<file path="src/rtl/core/pf_pkg.sv">
// Package for the Playfair encryptor: opcodes, letter constants, controller states
// and the command and status structs between the controller and the datapath.
// No dependencies.
package pf_pkg;

  localparam int CELLS = 25;
  localparam int LETTERS = 26;
  localparam int LETTER_W = 5;
  localparam int CELL_W = 5;

  localparam logic [LETTER_W-1:0] LETTER_I = 5'd8;
  localparam logic [LETTER_W-1:0] LETTER_J = 5'd9;
  localparam logic [LETTER_W-1:0] LETTER_X = 5'd23;
  localparam logic [LETTER_W-1:0] LETTER_LAST = 5'd25;
  localparam logic [CELL_W-1:0] CELL_COUNT = 5'd25;
  localparam logic [LETTERS-1:0] SEEN_RESET = 26'd1 << LETTER_J;

  typedef enum logic [1:0] {
    OP_KEY_CHAR  = 2'd0,
    OP_KEY_END   = 2'd1,
    OP_TEXT_CHAR = 2'd2,
    OP_TEXT_END  = 2'd3
  } pf_op_t;

  typedef enum logic [3:0] {
    ST_IDLE,
    ST_FILL,
    ST_POS_A,
    ST_POS_B,
    ST_CELL,
    ST_SQ_A,
    ST_EMIT_A,
    ST_SQ_B,
    ST_EMIT_B
  } pf_state_t;

  typedef struct packed {
    logic key_clear;
    logic key_place;
    logic fill_start;
    logic fill_step;
    logic fill_finish;
    logic pend_set;
    logic pend_clear;
    logic pair_load;
    logic pair_b_x;
    logic pos_sel_b;
    logic lat_p1;
    logic lat_cells;
    logic sq_sel_b;
    logic out_load;
    logic out_last;
  } pf_cmd_t;

  typedef struct packed {
    pf_op_t op;
    logic   letter_ok;
    logic   key_complete;
    logic   pending_valid;
    logic   pending_match;
    logic   fill_last;
    logic   out_free;
  } pf_stat_t;

endpackage

</file>
<file path="src/rtl/core/pf_in_if.sv">
// Input channel of the Playfair encryptor: valid, ready and one character item.
// No dependencies.
interface pf_in_if;
  logic       valid;
  logic       ready;
  logic [1:0] opcode;
  logic [7:0] char_byte;

  modport source(output valid, output opcode, output char_byte, input ready);
  modport sink(input valid, input opcode, input char_byte, output ready);
endinterface

</file>
<file path="src/rtl/core/pf_out_if.sv">
// Output channel of the Playfair encryptor: valid, ready and one ciphertext letter.
// No dependencies.
interface pf_out_if;
  logic       valid;
  logic       ready;
  logic [6:0] cipher_letter;
  logic       last_of_pair;

  modport source(output valid, output cipher_letter, output last_of_pair, input ready);
  modport sink(input valid, input cipher_letter, input last_of_pair, output ready);
endinterface

</file>
<file path="src/rtl/core/pf_ram.sv">
// Generic single-port-write, single-port-read RAM with a registered read.
// No dependencies.
module pf_ram #(
  parameter int WIDTH = 5,
  parameter int DEPTH = 25
) (
  input  logic                     clk,
  input  logic                     we,
  input  logic [$clog2(DEPTH)-1:0] waddr,
  input  logic [WIDTH-1:0]         wdata,
  input  logic [$clog2(DEPTH)-1:0] raddr,
  output logic [WIDTH-1:0]         rdata
);

  logic [WIDTH-1:0] mem [DEPTH];

  always_ff @(posedge clk) begin
    if (we) begin
      mem[waddr] <= wdata;
    end
    rdata <= mem[raddr];
  end

endmodule

</file>
<file path="src/rtl/core/pf_ctrl.sv">
// Controller of the Playfair encryptor: sequences key loading, the key-end fill walk
// and the read steps of each pair. Depends on pf_pkg.
module pf_ctrl
  import pf_pkg::*;
(
  input  logic     clk,
  input  logic     rst,
  input  logic     item_valid,
  output logic     item_ready,
  input  pf_stat_t stat,
  output pf_cmd_t  cmd
);

  pf_state_t state, state_next;
  logic      accept;

  assign item_ready = (state == ST_IDLE);
  assign accept = item_valid && item_ready;

  always_ff @(posedge clk) begin
    if (rst) begin
      state <= ST_IDLE;
    end else begin
      state <= state_next;
    end
  end

  always_comb begin
    state_next = state;
    case (state)
      ST_IDLE: begin
        if (accept) begin
          case (stat.op)
            OP_KEY_END: begin
              if (!stat.key_complete) begin
                state_next = ST_FILL;
              end
            end
            OP_TEXT_CHAR: begin
              if (stat.key_complete && stat.letter_ok && stat.pending_valid) begin
                state_next = ST_POS_A;
              end
            end
            OP_TEXT_END: begin
              if (stat.key_complete && stat.pending_valid) begin
                state_next = ST_POS_A;
              end
            end
            default: state_next = ST_IDLE;
          endcase
        end
      end
      ST_FILL: begin
        if (stat.fill_last) begin
          state_next = ST_IDLE;
        end
      end
      ST_POS_A: state_next = ST_POS_B;
      ST_POS_B: state_next = ST_CELL;
      ST_CELL: state_next = ST_SQ_A;
      ST_SQ_A: state_next = ST_EMIT_A;
      ST_EMIT_A: begin
        if (stat.out_free) begin
          state_next = ST_SQ_B;
        end
      end
      ST_SQ_B: state_next = ST_EMIT_B;
      ST_EMIT_B: begin
        if (stat.out_free) begin
          state_next = ST_IDLE;
        end
      end
      default: state_next = ST_IDLE;
    endcase
  end

  always_comb begin
    cmd = '0;
    case (state)
      ST_IDLE: begin
        if (accept) begin
          case (stat.op)
            OP_KEY_CHAR: begin
              cmd.key_clear = stat.key_complete;
              cmd.key_place = stat.letter_ok;
            end
            OP_KEY_END: begin
              cmd.fill_start = !stat.key_complete;
            end
            OP_TEXT_CHAR: begin
              if (stat.key_complete && stat.letter_ok) begin
                if (!stat.pending_valid) begin
                  cmd.pend_set = 1'b1;
                end else if (stat.pending_match) begin
                  cmd.pair_load = 1'b1;
                  cmd.pair_b_x = 1'b1;
                end else begin
                  cmd.pair_load = 1'b1;
                  cmd.pend_clear = 1'b1;
                end
              end
            end
            OP_TEXT_END: begin
              if (stat.key_complete && stat.pending_valid) begin
                cmd.pair_load = 1'b1;
                cmd.pair_b_x = 1'b1;
                cmd.pend_clear = 1'b1;
              end
            end
            default: cmd = '0;
          endcase
        end
      end
      ST_FILL: begin
        cmd.fill_step = 1'b1;
        cmd.fill_finish = stat.fill_last;
      end
      ST_POS_A: cmd.pos_sel_b = 1'b0;
      ST_POS_B: begin
        cmd.pos_sel_b = 1'b1;
        cmd.lat_p1 = 1'b1;
      end
      ST_CELL: begin
        cmd.pos_sel_b = 1'b1;
        cmd.lat_cells = 1'b1;
      end
      ST_SQ_A: cmd.sq_sel_b = 1'b0;
      ST_EMIT_A: cmd.out_load = stat.out_free;
      ST_SQ_B: cmd.sq_sel_b = 1'b1;
      ST_EMIT_B: begin
        cmd.sq_sel_b = 1'b1;
        cmd.out_load = stat.out_free;
        cmd.out_last = 1'b1;
      end
      default: cmd = '0;
    endcase
  end

  a_load_only_when_free: assert property (@(posedge clk) disable iff (rst)
    cmd.out_load |-> stat.out_free)
    else $error("result loaded while the output register is full");

  a_pair_starts_lookup: assert property (@(posedge clk) disable iff (rst)
    cmd.pair_load |=> state == ST_POS_A)
    else $error("pair loaded without starting the lookup");

endmodule

</file>
<file path="src/rtl/core/pf_datapath.sv">
// Datapath of the Playfair encryptor: key state, the square and position RAMs,
// the pair lookup and the output register. Depends on pf_pkg and pf_ram.
module pf_datapath
  import pf_pkg::*;
(
  input  logic        clk,
  input  logic        rst,
  input  logic [1:0]  opcode,
  input  logic [7:0]  char_byte,
  input  pf_cmd_t     cmd,
  output pf_stat_t    stat,
  output logic        result_valid,
  input  logic        result_ready,
  output logic [6:0]  cipher_letter,
  output logic        last_of_pair
);

  logic [LETTERS-1:0]  seen_mask, seen_eff;
  logic [CELL_W-1:0]   fill_count, fill_eff;
  logic                key_complete;
  logic                pending_valid;
  logic [LETTER_W-1:0] pending_letter;
  logic [LETTER_W-1:0] fill_idx;
  logic [LETTER_W-1:0] pair_a, pair_b;
  logic [CELL_W-1:0]   p1, cell1, cell2;
  logic [LETTER_W-1:0] result_letter;

  logic                in_ok;
  logic [LETTER_W-1:0] in_letter;
  logic [LETTER_W-1:0] place_letter;
  logic                place_we;
  logic [CELL_W-1:0]   pos_rdata;
  logic [LETTER_W-1:0] sq_rdata;
  logic [CELL_W-1:0]   cell1_next, cell2_next;
  logic                out_free;

  function automatic logic [2:0] cell_row(input logic [CELL_W-1:0] c);
    logic [2:0] r;
    if (c >= 5'd20) begin
      r = 3'd4;
    end else if (c >= 5'd15) begin
      r = 3'd3;
    end else if (c >= 5'd10) begin
      r = 3'd2;
    end else if (c >= 5'd5) begin
      r = 3'd1;
    end else begin
      r = 3'd0;
    end
    return r;
  endfunction

  function automatic logic [2:0] cell_col(input logic [CELL_W-1:0] c);
    logic [CELL_W-1:0] d;
    d = c - 5'(cell_row(c)) * 5'd5;
    return d[2:0];
  endfunction

  function automatic logic [2:0] wrap_inc(input logic [2:0] v);
    return (v == 3'd4) ? 3'd0 : v + 3'd1;
  endfunction

  function automatic logic [CELL_W-1:0] make_cell(input logic [2:0] r, input logic [2:0] c);
    return 5'(r) * 5'd5 + 5'(c);
  endfunction

  always_comb begin
    in_ok = 1'b0;
    in_letter = '0;
    if (char_byte >= 8'd65 && char_byte <= 8'd90) begin
      in_ok = 1'b1;
      in_letter = 5'(char_byte - 8'd65);
    end else if (char_byte >= 8'd97 && char_byte <= 8'd122) begin
      in_ok = 1'b1;
      in_letter = 5'(char_byte - 8'd97);
    end
    if (in_letter == LETTER_J) begin
      in_letter = LETTER_I;
    end
  end

  assign seen_eff = cmd.key_clear ? SEEN_RESET : seen_mask;
  assign fill_eff = cmd.key_clear ? '0 : fill_count;
  assign place_letter = cmd.fill_step ? fill_idx : in_letter;
  assign place_we = (cmd.key_place || cmd.fill_step) && (fill_eff < CELL_COUNT)
                    && !seen_eff[place_letter];

  always_ff @(posedge clk) begin
    if (rst) begin
      seen_mask <= SEEN_RESET;
      fill_count <= '0;
      key_complete <= 1'b0;
      pending_valid <= 1'b0;
      pending_letter <= '0;
    end else begin
      if (cmd.key_clear || place_we) begin
        seen_mask <= place_we ? (seen_eff | (26'd1 << place_letter)) : seen_eff;
        fill_count <= place_we ? fill_eff + 5'd1 : fill_eff;
      end
      if (cmd.key_clear) begin
        key_complete <= 1'b0;
      end else if (cmd.fill_finish) begin
        key_complete <= 1'b1;
      end
      if (cmd.pend_set) begin
        pending_valid <= 1'b1;
        pending_letter <= in_letter;
      end else if (cmd.pend_clear) begin
        pending_valid <= 1'b0;
      end
    end
  end

  always_ff @(posedge clk) begin
    if (cmd.fill_start) begin
      fill_idx <= '0;
    end else if (cmd.fill_step) begin
      fill_idx <= fill_idx + 5'd1;
    end
    if (cmd.pair_load) begin
      pair_a <= pending_letter;
      pair_b <= cmd.pair_b_x ? LETTER_X : in_letter;
    end
    if (cmd.lat_p1) begin
      p1 <= pos_rdata;
    end
    if (cmd.lat_cells) begin
      cell1 <= cell1_next;
      cell2 <= cell2_next;
    end
  end

  always_comb begin
    logic [2:0] r1, c1, r2, c2;
    r1 = cell_row(p1);
    c1 = cell_col(p1);
    r2 = cell_row(pos_rdata);
    c2 = cell_col(pos_rdata);
    if (r1 == r2) begin
      cell1_next = make_cell(r1, wrap_inc(c1));
      cell2_next = make_cell(r2, wrap_inc(c2));
    end else if (c1 == c2) begin
      cell1_next = make_cell(wrap_inc(r1), c1);
      cell2_next = make_cell(wrap_inc(r2), c2);
    end else begin
      cell1_next = make_cell(r1, c2);
      cell2_next = make_cell(r2, c1);
    end
  end

  pf_ram #(.WIDTH(LETTER_W), .DEPTH(CELLS)) u_square (
    .clk   (clk),
    .we    (place_we),
    .waddr (fill_eff),
    .wdata (place_letter),
    .raddr (cmd.sq_sel_b ? cell2 : cell1),
    .rdata (sq_rdata)
  );

  pf_ram #(.WIDTH(CELL_W), .DEPTH(LETTERS)) u_position (
    .clk   (clk),
    .we    (place_we),
    .waddr (place_letter),
    .wdata (fill_eff),
    .raddr (cmd.pos_sel_b ? pair_b : pair_a),
    .rdata (pos_rdata)
  );

  assign out_free = !result_valid || result_ready;

  always_ff @(posedge clk) begin
    if (rst) begin
      result_valid <= 1'b0;
    end else if (cmd.out_load) begin
      result_valid <= 1'b1;
    end else if (result_ready) begin
      result_valid <= 1'b0;
    end
  end

  always_ff @(posedge clk) begin
    if (cmd.out_load) begin
      result_letter <= sq_rdata;
      last_of_pair <= cmd.out_last;
    end
  end

  assign cipher_letter = 7'd65 + 7'(result_letter);

  assign stat.op = pf_op_t'(opcode);
  assign stat.letter_ok = in_ok;
  assign stat.key_complete = key_complete;
  assign stat.pending_valid = pending_valid;
  assign stat.pending_match = (pending_letter == in_letter);
  assign stat.fill_last = (fill_idx == LETTER_LAST);
  assign stat.out_free = out_free;

  a_fill_bounded: assert property (@(posedge clk) disable iff (rst)
    fill_count <= CELL_COUNT)
    else $error("fill count beyond the square");

  a_fill_completes: assert property (@(posedge clk) disable iff (rst)
    cmd.fill_finish |=> (fill_count == CELL_COUNT) && key_complete)
    else $error("key-end fill left the square incomplete");

  a_no_write_after_key: assert property (@(posedge clk) disable iff (rst)
    place_we |-> (!key_complete || cmd.key_clear))
    else $error("square written while the key is complete");

endmodule

</file>
<file path="src/rtl/core/playfair_encryptor.sv">
// Top level of the Playfair encryptor: joins the controller and the datapath.
// Depends on pf_pkg, pf_in_if, pf_out_if, pf_ctrl and pf_datapath.
//
//   Channel  Role    Payload
//   item     sink    opcode (2), char_byte (8)
//   result   source  cipher_letter (7), last_of_pair (1)
//
// A key character, a pair's first letter or an ignored item keeps the controller idle.
// A key end on an incomplete key starts a fill walk over all 26 letters, one letter per
// cycle through the single write port of the square and position RAMs.
// A completed pair stalls while the output is full; the single read port of each RAM
// sets the two lookups and two square reads in sequence.
// Reset clears control, key and output state only; the square RAM is never read unwritten.
// The item channel is not ready while a fill walk or a pair is in progress.
module playfair_encryptor
  import pf_pkg::*;
(
  input  logic       clk,
  input  logic       rst,
  pf_in_if.sink      item,
  pf_out_if.source   result
);

  pf_cmd_t  cmd;
  pf_stat_t stat;

  pf_ctrl u_ctrl (
    .clk        (clk),
    .rst        (rst),
    .item_valid (item.valid),
    .item_ready (item.ready),
    .stat       (stat),
    .cmd        (cmd)
  );

  pf_datapath u_datapath (
    .clk           (clk),
    .rst           (rst),
    .opcode        (item.opcode),
    .char_byte     (item.char_byte),
    .cmd           (cmd),
    .stat          (stat),
    .result_valid  (result.valid),
    .result_ready  (result.ready),
    .cipher_letter (result.cipher_letter),
    .last_of_pair  (result.last_of_pair)
  );

endmodule
</file>
<file path="src/flat_wrapper.sv">
// flat-port wrapper written by rule: the top's interface ports become plain ports
module playfair_encryptor_flat import pf_pkg::*;
  (clk, rst, item_valid, item_opcode, item_char_byte, item_ready, result_valid, result_cipher_letter, result_last_of_pair, result_ready);
  pf_in_if item_i ();
  pf_out_if result_i ();
  input  logic clk;
  input  logic rst;
  input wire logic [$bits(item_i.valid)-1:0] item_valid;
  input wire logic [$bits(item_i.opcode)-1:0] item_opcode;
  input wire logic [$bits(item_i.char_byte)-1:0] item_char_byte;
  output wire logic [$bits(item_i.ready)-1:0] item_ready;
  output wire logic [$bits(result_i.valid)-1:0] result_valid;
  output wire logic [$bits(result_i.cipher_letter)-1:0] result_cipher_letter;
  output wire logic [$bits(result_i.last_of_pair)-1:0] result_last_of_pair;
  input wire logic [$bits(result_i.ready)-1:0] result_ready;
  assign item_i.valid = item_valid;
  assign item_i.opcode = item_opcode;
  assign item_i.char_byte = item_char_byte;
  assign item_ready = item_i.ready;
  assign result_valid = result_i.valid;
  assign result_cipher_letter = result_i.cipher_letter;
  assign result_last_of_pair = result_i.last_of_pair;
  assign result_i.ready = result_ready;
  playfair_encryptor u_core (.clk(clk), .rst(rst), .item(item_i), .result(result_i));
endmodule
</file>
<file path="config.mk">
export PLATFORM = sky130hd
export DESIGN_NAME = playfair_encryptor_flat
export DESIGN_NICKNAME = d
export VERILOG_FILES = /design/src/rtl/core/pf_pkg.sv /design/src/rtl/core/pf_in_if.sv /design/src/rtl/core/pf_out_if.sv /design/src/rtl/core/pf_ram.sv /design/src/rtl/core/pf_ctrl.sv /design/src/rtl/core/pf_datapath.sv /design/src/rtl/core/playfair_encryptor.sv /design/src/flat_wrapper.sv
export SDC_FILE = /design/constraint.sdc
export NUM_CORES = 1
export LEC_CHECK = 0
export ABC_AREA = 0
export BUFFER_PORTS_ARGS = -buffer_cell sky130_fd_sc_hd__buf_2
export CORE_MARGIN = 2
export CORE_UTILIZATION = 55
export CTS_CLUSTER_SIZE = 10
export DETAILED_ROUTE_END_ITERATION = 8
export PLACE_DENSITY = 0.86
export SLEW_MARGIN = 10
export SYNTH_ARGS = -nofsm -noshare
export SYNTH_HDL_FRONTEND = slang
export SYNTH_SLANG_ARGS = --single-unit
</file>
<file path="constraint.sdc">
create_clock -name clk -period 4.15 [get_ports clk]
set_input_delay 0.2075 -clock clk [delete_from_list [all_inputs] [get_ports clk]]
set_output_delay 0.2075 -clock clk [all_outputs]
set_load 0.05 [all_outputs]
</file>
; Word level (Yosys, flattened, before mapping)
; Memories as Yosys holds them, arrays and structs flattened. A register that Yosys moved wholly into a read port is not among the register bits.
; Cells that the tools add are included.
[word_totals]
mem_bits_rw = 255
register_bits = 79
word_cells = 169
input_bits = 14
n_memories = 2
[memory_table]
columns = name, words, word_bits, read_ports, rd_ports_with_merged_regs, wr, line
row1 = u_core.u_datapath.u_position.mem, 26, 5, 1, 1, 1, pf_ram.sv:15  ; logic [WIDTH-1:0] mem [DEPTH];
row2 = u_core.u_datapath.u_square.mem, 25, 5, 1, 1, 1, pf_ram.sv:15
[op_classes]
n_eq_ne = 27
n_addsub = 17
n_lt_le_gt_ge = 14
muxes = 65
n_bitwise = 1
reduce_logical = 23
shifts = 1
n_mul = 4
[ops]
columns = op, count
row1 = 2-to-1 mux 5 bit, 12
row2 = 2-to-1 mux 26 bit, 2
row3 = 2-to-1 mux 4 bit, 9
row4 = case mux 4 bit (9 select lines), 1
row5 = adder 5 x 3 -> 5 bit, 6
row6 = 2-to-1 mux 3 bit, 9
row7 = bitwise OR 26 bit, 1
row8 = left shift 1 x 5 -> 26 bit (first input constant), 1
row9 = greater-or-equal comparator 5 x 4 -> 1 bit (second input constant), 4
row10 = multiplier 3 x 3 -> 5 bit (second input constant), 4
row11 = equality test 4 x 3 -> 1 bit (second input constant), 4
row12 = greater-or-equal comparator 8 x 7 -> 1 bit (second input constant), 2
row13 = less-or-equal comparator 8 x 7 -> 1 bit (second input constant), 2
row14 = 2-to-1 mux 1 bit, 16
row15 = 2-to-1 mux 15 bit, 1
row16 = adder 3 x 1 -> 3 bit (second input constant), 4
row17 = equality test 3 bit (second input constant), 4
row18 = case mux 1 bit (2 select lines), 6
row19 = case mux 4 bit (3 select lines), 1
row20 = adder 5 x 1 -> 5 bit (second input constant), 2
row21 = greater-or-equal comparator 5 x 3 -> 1 bit (second input constant), 2
row22 = greater-or-equal comparator 5 bit (second input constant), 2
row23 = 2-to-1 mux 2 bit, 5
row24 = subtractor 5 x 1 -> 5 bit (second input constant), 2
row25 = 27 further kinds, 50

; Longest topological paths before layout
[logic_depth]
ltp_word = 20
mapped_depth = 20
mapped_depth_nobuf = 19

; Cells and area by module
; Synthesis repeated with hierarchy kept, for this count alone.
[unflattened]
cells_unflattened = 1162
hier_area_um2 = 15957.8
[modules_own_cells]
columns = module, cells_per_inst, instances, area_each_um2
row1 = pf_ram at u_core.u_datapath.u_position, 314, 1, 5366.4
row2 = pf_ram at u_core.u_datapath.u_square, 295, 1, 5186.2
row3 = pf_datapath, 490, 1, 4933.5
row4 = pf_ctrl, 63, 1, 471.7

; Least setup slack after synthesis
; Ideal clock, no wire load.
[synth_path]
path_type = input -> register
start = input item_char_byte[1]
end = memory u_core.u_datapath.u_square.mem[13][0], enable pin
path_buffers = 3
setup_time_ns = 0.381
slack_ns = 0.086
arrival_ns = 3.683
required_time_ns = 3.769
stages = 15
cell_sequence = buf_4 -> inv_1 -> ha_1 -> nor4b_2 -> a22o_1 -> or2_1 -> o31a_4 -> inv_4 -> buf_4 -> mux2i_1 -> o22ai_1 -> a211oi_2 -> nand2_2 -> buf_2 -> nor4_1
[synth_between]
elab_chain_len = 13
word_cells_on_any_way = 26
classes_between = add/sub: 2 / order compare: 4 / eq/ne: 1 / mux: 13 / reduce/logical: 6
[synth_rtl]
columns = item, line
row1 = "start, declared", flat_wrapper.sv:10  ; input wire logic [$bits(item_i.char_byte)-1:0] item_char_byte;
row2 = greater-or-equal comparator 8 x 7 -> 1 bit / less-or-equal comparator 8 x 7 -> 1 bit (equally long branches), pf_datapath.sv:73  ; end else if (char_byte >= 8'd97 && char_byte <= 8'd122) begin
row3 = logical AND 1 bit, pf_datapath.sv:73
row4 = 2-to-1 mux 5 bit, pf_datapath.sv:73
row5 = 2-to-1 mux 5 bit (*), pf_datapath.sv:70  ; if (char_byte >= 8'd65 && char_byte <= 8'd90) begin
row6 = equality test 5 x 4 -> 1 bit, pf_datapath.sv:77  ; if (in_letter == LETTER_J) begin
row7 = 2-to-1 mux 5 bit (*), pf_datapath.sv:77
row8 = 2-to-1 mux 5 bit (*), pf_datapath.sv:84  ; assign place_letter = cmd.fill_step ? fill_idx : in_letter;
row9 = named net u_core.u_datapath.place_letter[0], pf_datapath.sv:30  ; logic [LETTER_W-1:0] place_letter;
row10 = binary-select mux 1 bit (select 5 bit) (*), pf_datapath.sv:86  ; && !seen_eff[place_letter];
row11 = 2-to-1 mux 1 bit (implied by the code) (*), pf_datapath.sv:86
row12 = logical NOT 1 bit (*), pf_datapath.sv:86
row13 = logical AND 1 bit (*), pf_datapath.sv:86
row14 = 2-to-1 mux 1 bit (*), pf_ram.sv:18  ; if (we) begin
row15 = 2-to-1 mux 1 bit (implied by the code) (*), pf_ram.sv:19  ; mem[waddr] <= wdata;
row16 = "end, declared", pf_ram.sv:15
; The timed path passes the listed nets; every way through them passes the cells marked *. The select of a mux whose other input is x is not followed.

; Worst setup path after layout
[layout_path]
start = register u_core.u_ctrl.state[2]
end = memory u_core.u_datapath.u_position.mem[14][2], enable pin
[layout_between]
elab_chain_len = 11
word_cells_on_any_way = 18
classes_between = order compare: 1 / eq/ne: 1 / mux: 10 / reduce/logical: 6
[layout_rtl]
columns = item, line
row1 = "start, declared", pf_ctrl.sv:14  ; pf_state_t state, state_next;
row2 = "start signal, assigned", pf_ctrl.sv:24  ; state <= state_next;
row3 = logical NOT 4 bit, "pf_ctrl.sv:17, pf_ctrl.sv:79"
row4 = logical AND 1 bit, pf_ctrl.sv:18  ; assign accept = item_valid && item_ready;
row5 = 2-to-1 mux 15 bit, pf_ctrl.sv:81  ; if (accept) begin
row6 = 2-to-1 mux 3 bit, pf_ctrl.sv:79  ; case (state)
row7 = 2-to-1 mux 26 bit, pf_datapath.sv:82  ; assign seen_eff = cmd.key_clear ? SEEN_RESET : seen_mask;
row8 = binary-select mux 1 bit (select 5 bit), pf_datapath.sv:86
row9 = 2-to-1 mux 1 bit (implied by the code), pf_datapath.sv:86
row10 = logical NOT 1 bit, pf_datapath.sv:86
row11 = logical AND 1 bit, pf_datapath.sv:86
row12 = 2-to-1 mux 1 bit, pf_ram.sv:18
row13 = 2-to-1 mux 1 bit (implied by the code), pf_ram.sv:19
row14 = "end, declared", pf_ram.sv:15
; Several ways; a longest one is shown, not always the timed one. The select of a mux whose other input is x is not followed.

==> impl_metrics.csv <==
group,metric,value,unit
synth,ys_ff_latch,344,
synth,ys.flop_type,"edfxtp_1",
timing,maxSlewHeadroom,29.76,%
drt,drtAntennaViolNets,0,
synth,synth_top_family_by_area,"simple AND/OR/NAND/NOR gates",
flow_run,drv_cap,0,
pwr,pwr_density_cell,443.9,nW/um2
timing,setup_ws,174.7,ps
cells_and_area,final_util,63.77,%
drt,via_per_inst,6.421,
synth,ys_types,89,
drt,wl_per_cell,22.48,um
synth,syn-cell-area,16160,um2
die,pin_count,24,
die,fp.dieArea,30780,um2
cells_and_area,area_growth,13.86,%
cts,numCtsBuffers,40,
cts,holdBufCountCts,0,
critical_path,worst_path_most_repeated_cell,"buf_4",
cts,clkTransAtPathRegs,60,ps
drt,firstDrtPassIters,6,
synth,yosys.area_share.simple,10.84,%
drt,num_vias,10730,
global_routing,track_usage,24.38,%
timing,timing.fmax,251.6,MHz
synth,synth_edf_count,286,
synth,synthMuxAreaShare,9.954,%
die,num_rows,62,
cts,cts_tree,"done",
critical_path,critPathCaptureType,"flop",
timing,fin_crit_sh,95.79,%
synth,synth_xor_area_share,1.788,%
die,die_w,175.4,um
place,place.gp.congestion,0.9118,
cts,clock_sink_count,344,
drt,initialDrtViolationCount,1192,
global_routing,first_global_vias,10630,
drt,drt_wl_total,37570,um
place,post-place-ws,7.104,ps
cells_and_area,antenna-diode-count,0,
critical_path,cp.arrival,4210,ps
critical_path,cp.required,4380,ps
drt,drc_errors,0,
global_routing,grt_max_degree,35,
critical_path,max_stage_delay,600,ps
die,die_h,175.4,um
timing,whs,146.9,ps
outcome,status,"completed",
timing,tightest_slew,1046,ps
pwr,peakVddDrop,0.0003592,V
synth,seq_area_frac_synth,60.31,%
critical_path,crit_fanout,18,
critical_path,path_class,"reg2reg",
cells_and_area,drive_above_1_share,20.36,%
cells_and_area,num-nets-final,1321,
die,core,28860,um2
die,start_util,56.01,%
pwr,power.leakage,6.707,nW
timing,skew,20.18,ps
critical_path,slowest_stage,"dfxtp_1",
timing,setup-violations-final,0,
timing,period_needed,3975,ps
critical_path,path_cells,"nor2_1 -> nand2_1 -> nor2_1 -> a21oi_4 -> inv_4 -> a211oi_1 -> nor4_1 -> buf_4 -> nor4_4 -> nand2_2 -> buf_4 -> nor3_1 -> buf_4",
global_routing,grt_overflow_total,0,
synth,async_reset_ff_share,0,%
synth,avgSynthCellArea,13.79,um2
cts,clockBufferDepth,3,
global_routing,antenna_found_initial,0,
cts,htree_levels,2,
timing,hold_viol,0,
global_routing,grt_pass1_wl,58280,um
synth,synthAdderAreaFrac,4.242,%
cts,clockRootBuffer,"clkbuf_16",
place,port_buffers,22,
timing,slew_viol_final,0,
synth,yosys_warnings,0,
synth,synth_cells,1172,
cts,worstSkewPairLatency,530,ps
hold_path,holdCritPathClass,"in2reg",
synth,synth_compound_area_share,9.784,%
place,hpwl,23970,um
critical_path,cp-start-kind,"flop",
synth,syn_nets,1236,
[final cells by class]
type                    instances  area [um2]
clock buffers                  70        1156
clock inverters                 2       46.29
fillers                      1989       10450
inverters                      47       181.4
multi-input cells             721        6032
flip-flops and latches        344        9752
well taps                     384       480.5
repair buffers                103       755.7
[registers in the layout (all words and copies together), names as in the netlist]
signal / flops
u_core.u_datapath.u_position.mem: 130
u_core.u_datapath.u_square.mem: 125
u_core.u_datapath.seen_mask: 26
u_core.u_datapath.cell1: 5
u_core.u_datapath.cell2: 5
u_core.u_datapath.fill_count: 5
u_core.u_datapath.fill_idx: 5
u_core.u_datapath.p1: 5
u_core.u_datapath.pair_a: 5
u_core.u_datapath.pair_b: 5
u_core.u_datapath.pending_letter: 5
u_core.u_datapath.result_letter: 5
u_core.u_datapath.u_position.rdata: 5
u_core.u_datapath.u_square.rdata: 5
u_core.u_ctrl.state: 4
u_core.u_datapath.key_complete: 1
u_core.u_datapath.last_of_pair: 1
u_core.u_datapath.pending_valid: 1
u_core.u_datapath.result_valid: 1
[Yosys cell counts, drive strengths merged (6+ instances only)]
cell / count / area share (%)
inv: 47 / 1.1
buf: 29 / 1.2
mux4: 51 / 7.1
nor4b: 8 / 0.55
a21oi: 37 / 1.2
a211oi: 36 / 1.7
nand2: 107 / 2.5
fa: 8 / 0.99
o31ai: 6 / 0.28
xor2: 15 / 0.81
nand3: 13 / 0.46
a311oi: 6 / 0.33
dfxtp: 58 / 7.2
and2: 24 / 0.95
and4: 11 / 0.60
o211ai: 10 / 0.46
nor2: 77 / 1.9
mux2i: 31 / 1.9
xnor2: 18 / 0.98
nor4: 15 / 0.95
clkbuf: 31 / 0.72
a32o: 13 / 0.80
ha: 42 / 3.3
nand2b: 9 / 0.35
edfxtp: 286 / 53
o41ai: 6 / 0.51
mux2: 13 / 0.91
a31oi: 16 / 0.62
a21o: 10 / 0.46
o21ai: 26 / 0.80
nor3: 36 / 1.1
[metal layers]
metal / up-vias / share of wire, % / GRT usage (%)
li1: 4706 / - / -
met1: 5277 / 38 / 32.03
met2: 632 / 49 / 40.14
met3: 114 / 8.8 / 4.545
met4: 0 / 3.9 / 10.37
met5: - / 0 / 0
[worst max-delay path, delay by kind of cell, from the launching register on]
family	cells	cell delay (ps)
flip-flops	1	600
AO/OA/AOI/OAI	2	630
buffers and inverters	4	800
AND/OR/NAND/NOR	7	1620
[through the flow]
step | TNS [ps] | cells | power [mW] | instance area, um2
after floorplan | 0 | 1172 | 4.635 | 16160
after global placement | 0 | 1596 | 4.902 | 17150
after detailed placement | 0 | 1596 | 4.938 | 17150
after CTS | 0 | 1668 | 8.150 | 18350
after global routing | -13.63 | 1671 | 8.423 | 18400
final | 0 | 1671 | 8.170 | 18400
[repair_timing]
action | in CTS | in global routing
gates resized for setup | 1 | 11
endpoints found under the setup margin | 1 | 134
setup buffers | 0 | 3
pin swaps | 0 | 1
[report_power, final]
part / total (mW) / switching (mW) / internal, mW
combinational: 1.07 / 0.682 / 0.387
sequential: 3.87 / 0.0475 / 3.82
clock: 3.24 / 1.29 / 1.94
total: 8.17 / 2.02 / 6.15
[cell families after synthesis]
family | after synthesis
flip-flops | 344
other | 1
XOR/XNOR | 33
AND/OR/NAND/NOR | 330
buffers and inverters | 107
multiplexers | 95
AO/OA/AOI/OAI | 212
adder cells (fa/ha/maj) | 50
[worst paths after layout]
kind,from,to,slack [ps],cells past startpoint
max,u_core.u_ctrl.state[2],u_core.u_datapath.u_position.mem[14][2],170,13
min,item_opcode[0],u_core.u_datapath.pending_valid,150,3
max reg2reg,u_core.u_ctrl.state[2],u_core.u_datapath.u_position.mem[14][2],170,13
min reg2reg,u_core.u_datapath.u_square.rdata[1],u_core.u_datapath.result_letter[1],400,0
[cells in the final DEF, fill, tap and decap left out, drive strengths merged, types with 15 or more instances in the layout]
cell type,instances
edfxtp,286
nand2,107
buf,103
nor2,77
clkbuf,70
dfxtp,58
mux4,51
inv,47
ha,42
a21oi,37
nor3,36
a211oi,36
mux2i,31
o21ai,26
and2,24
xnor2,18
a31oi,16
xor2,15
nor4,15
Note: power is estimated with default switching activity, not from simulation.
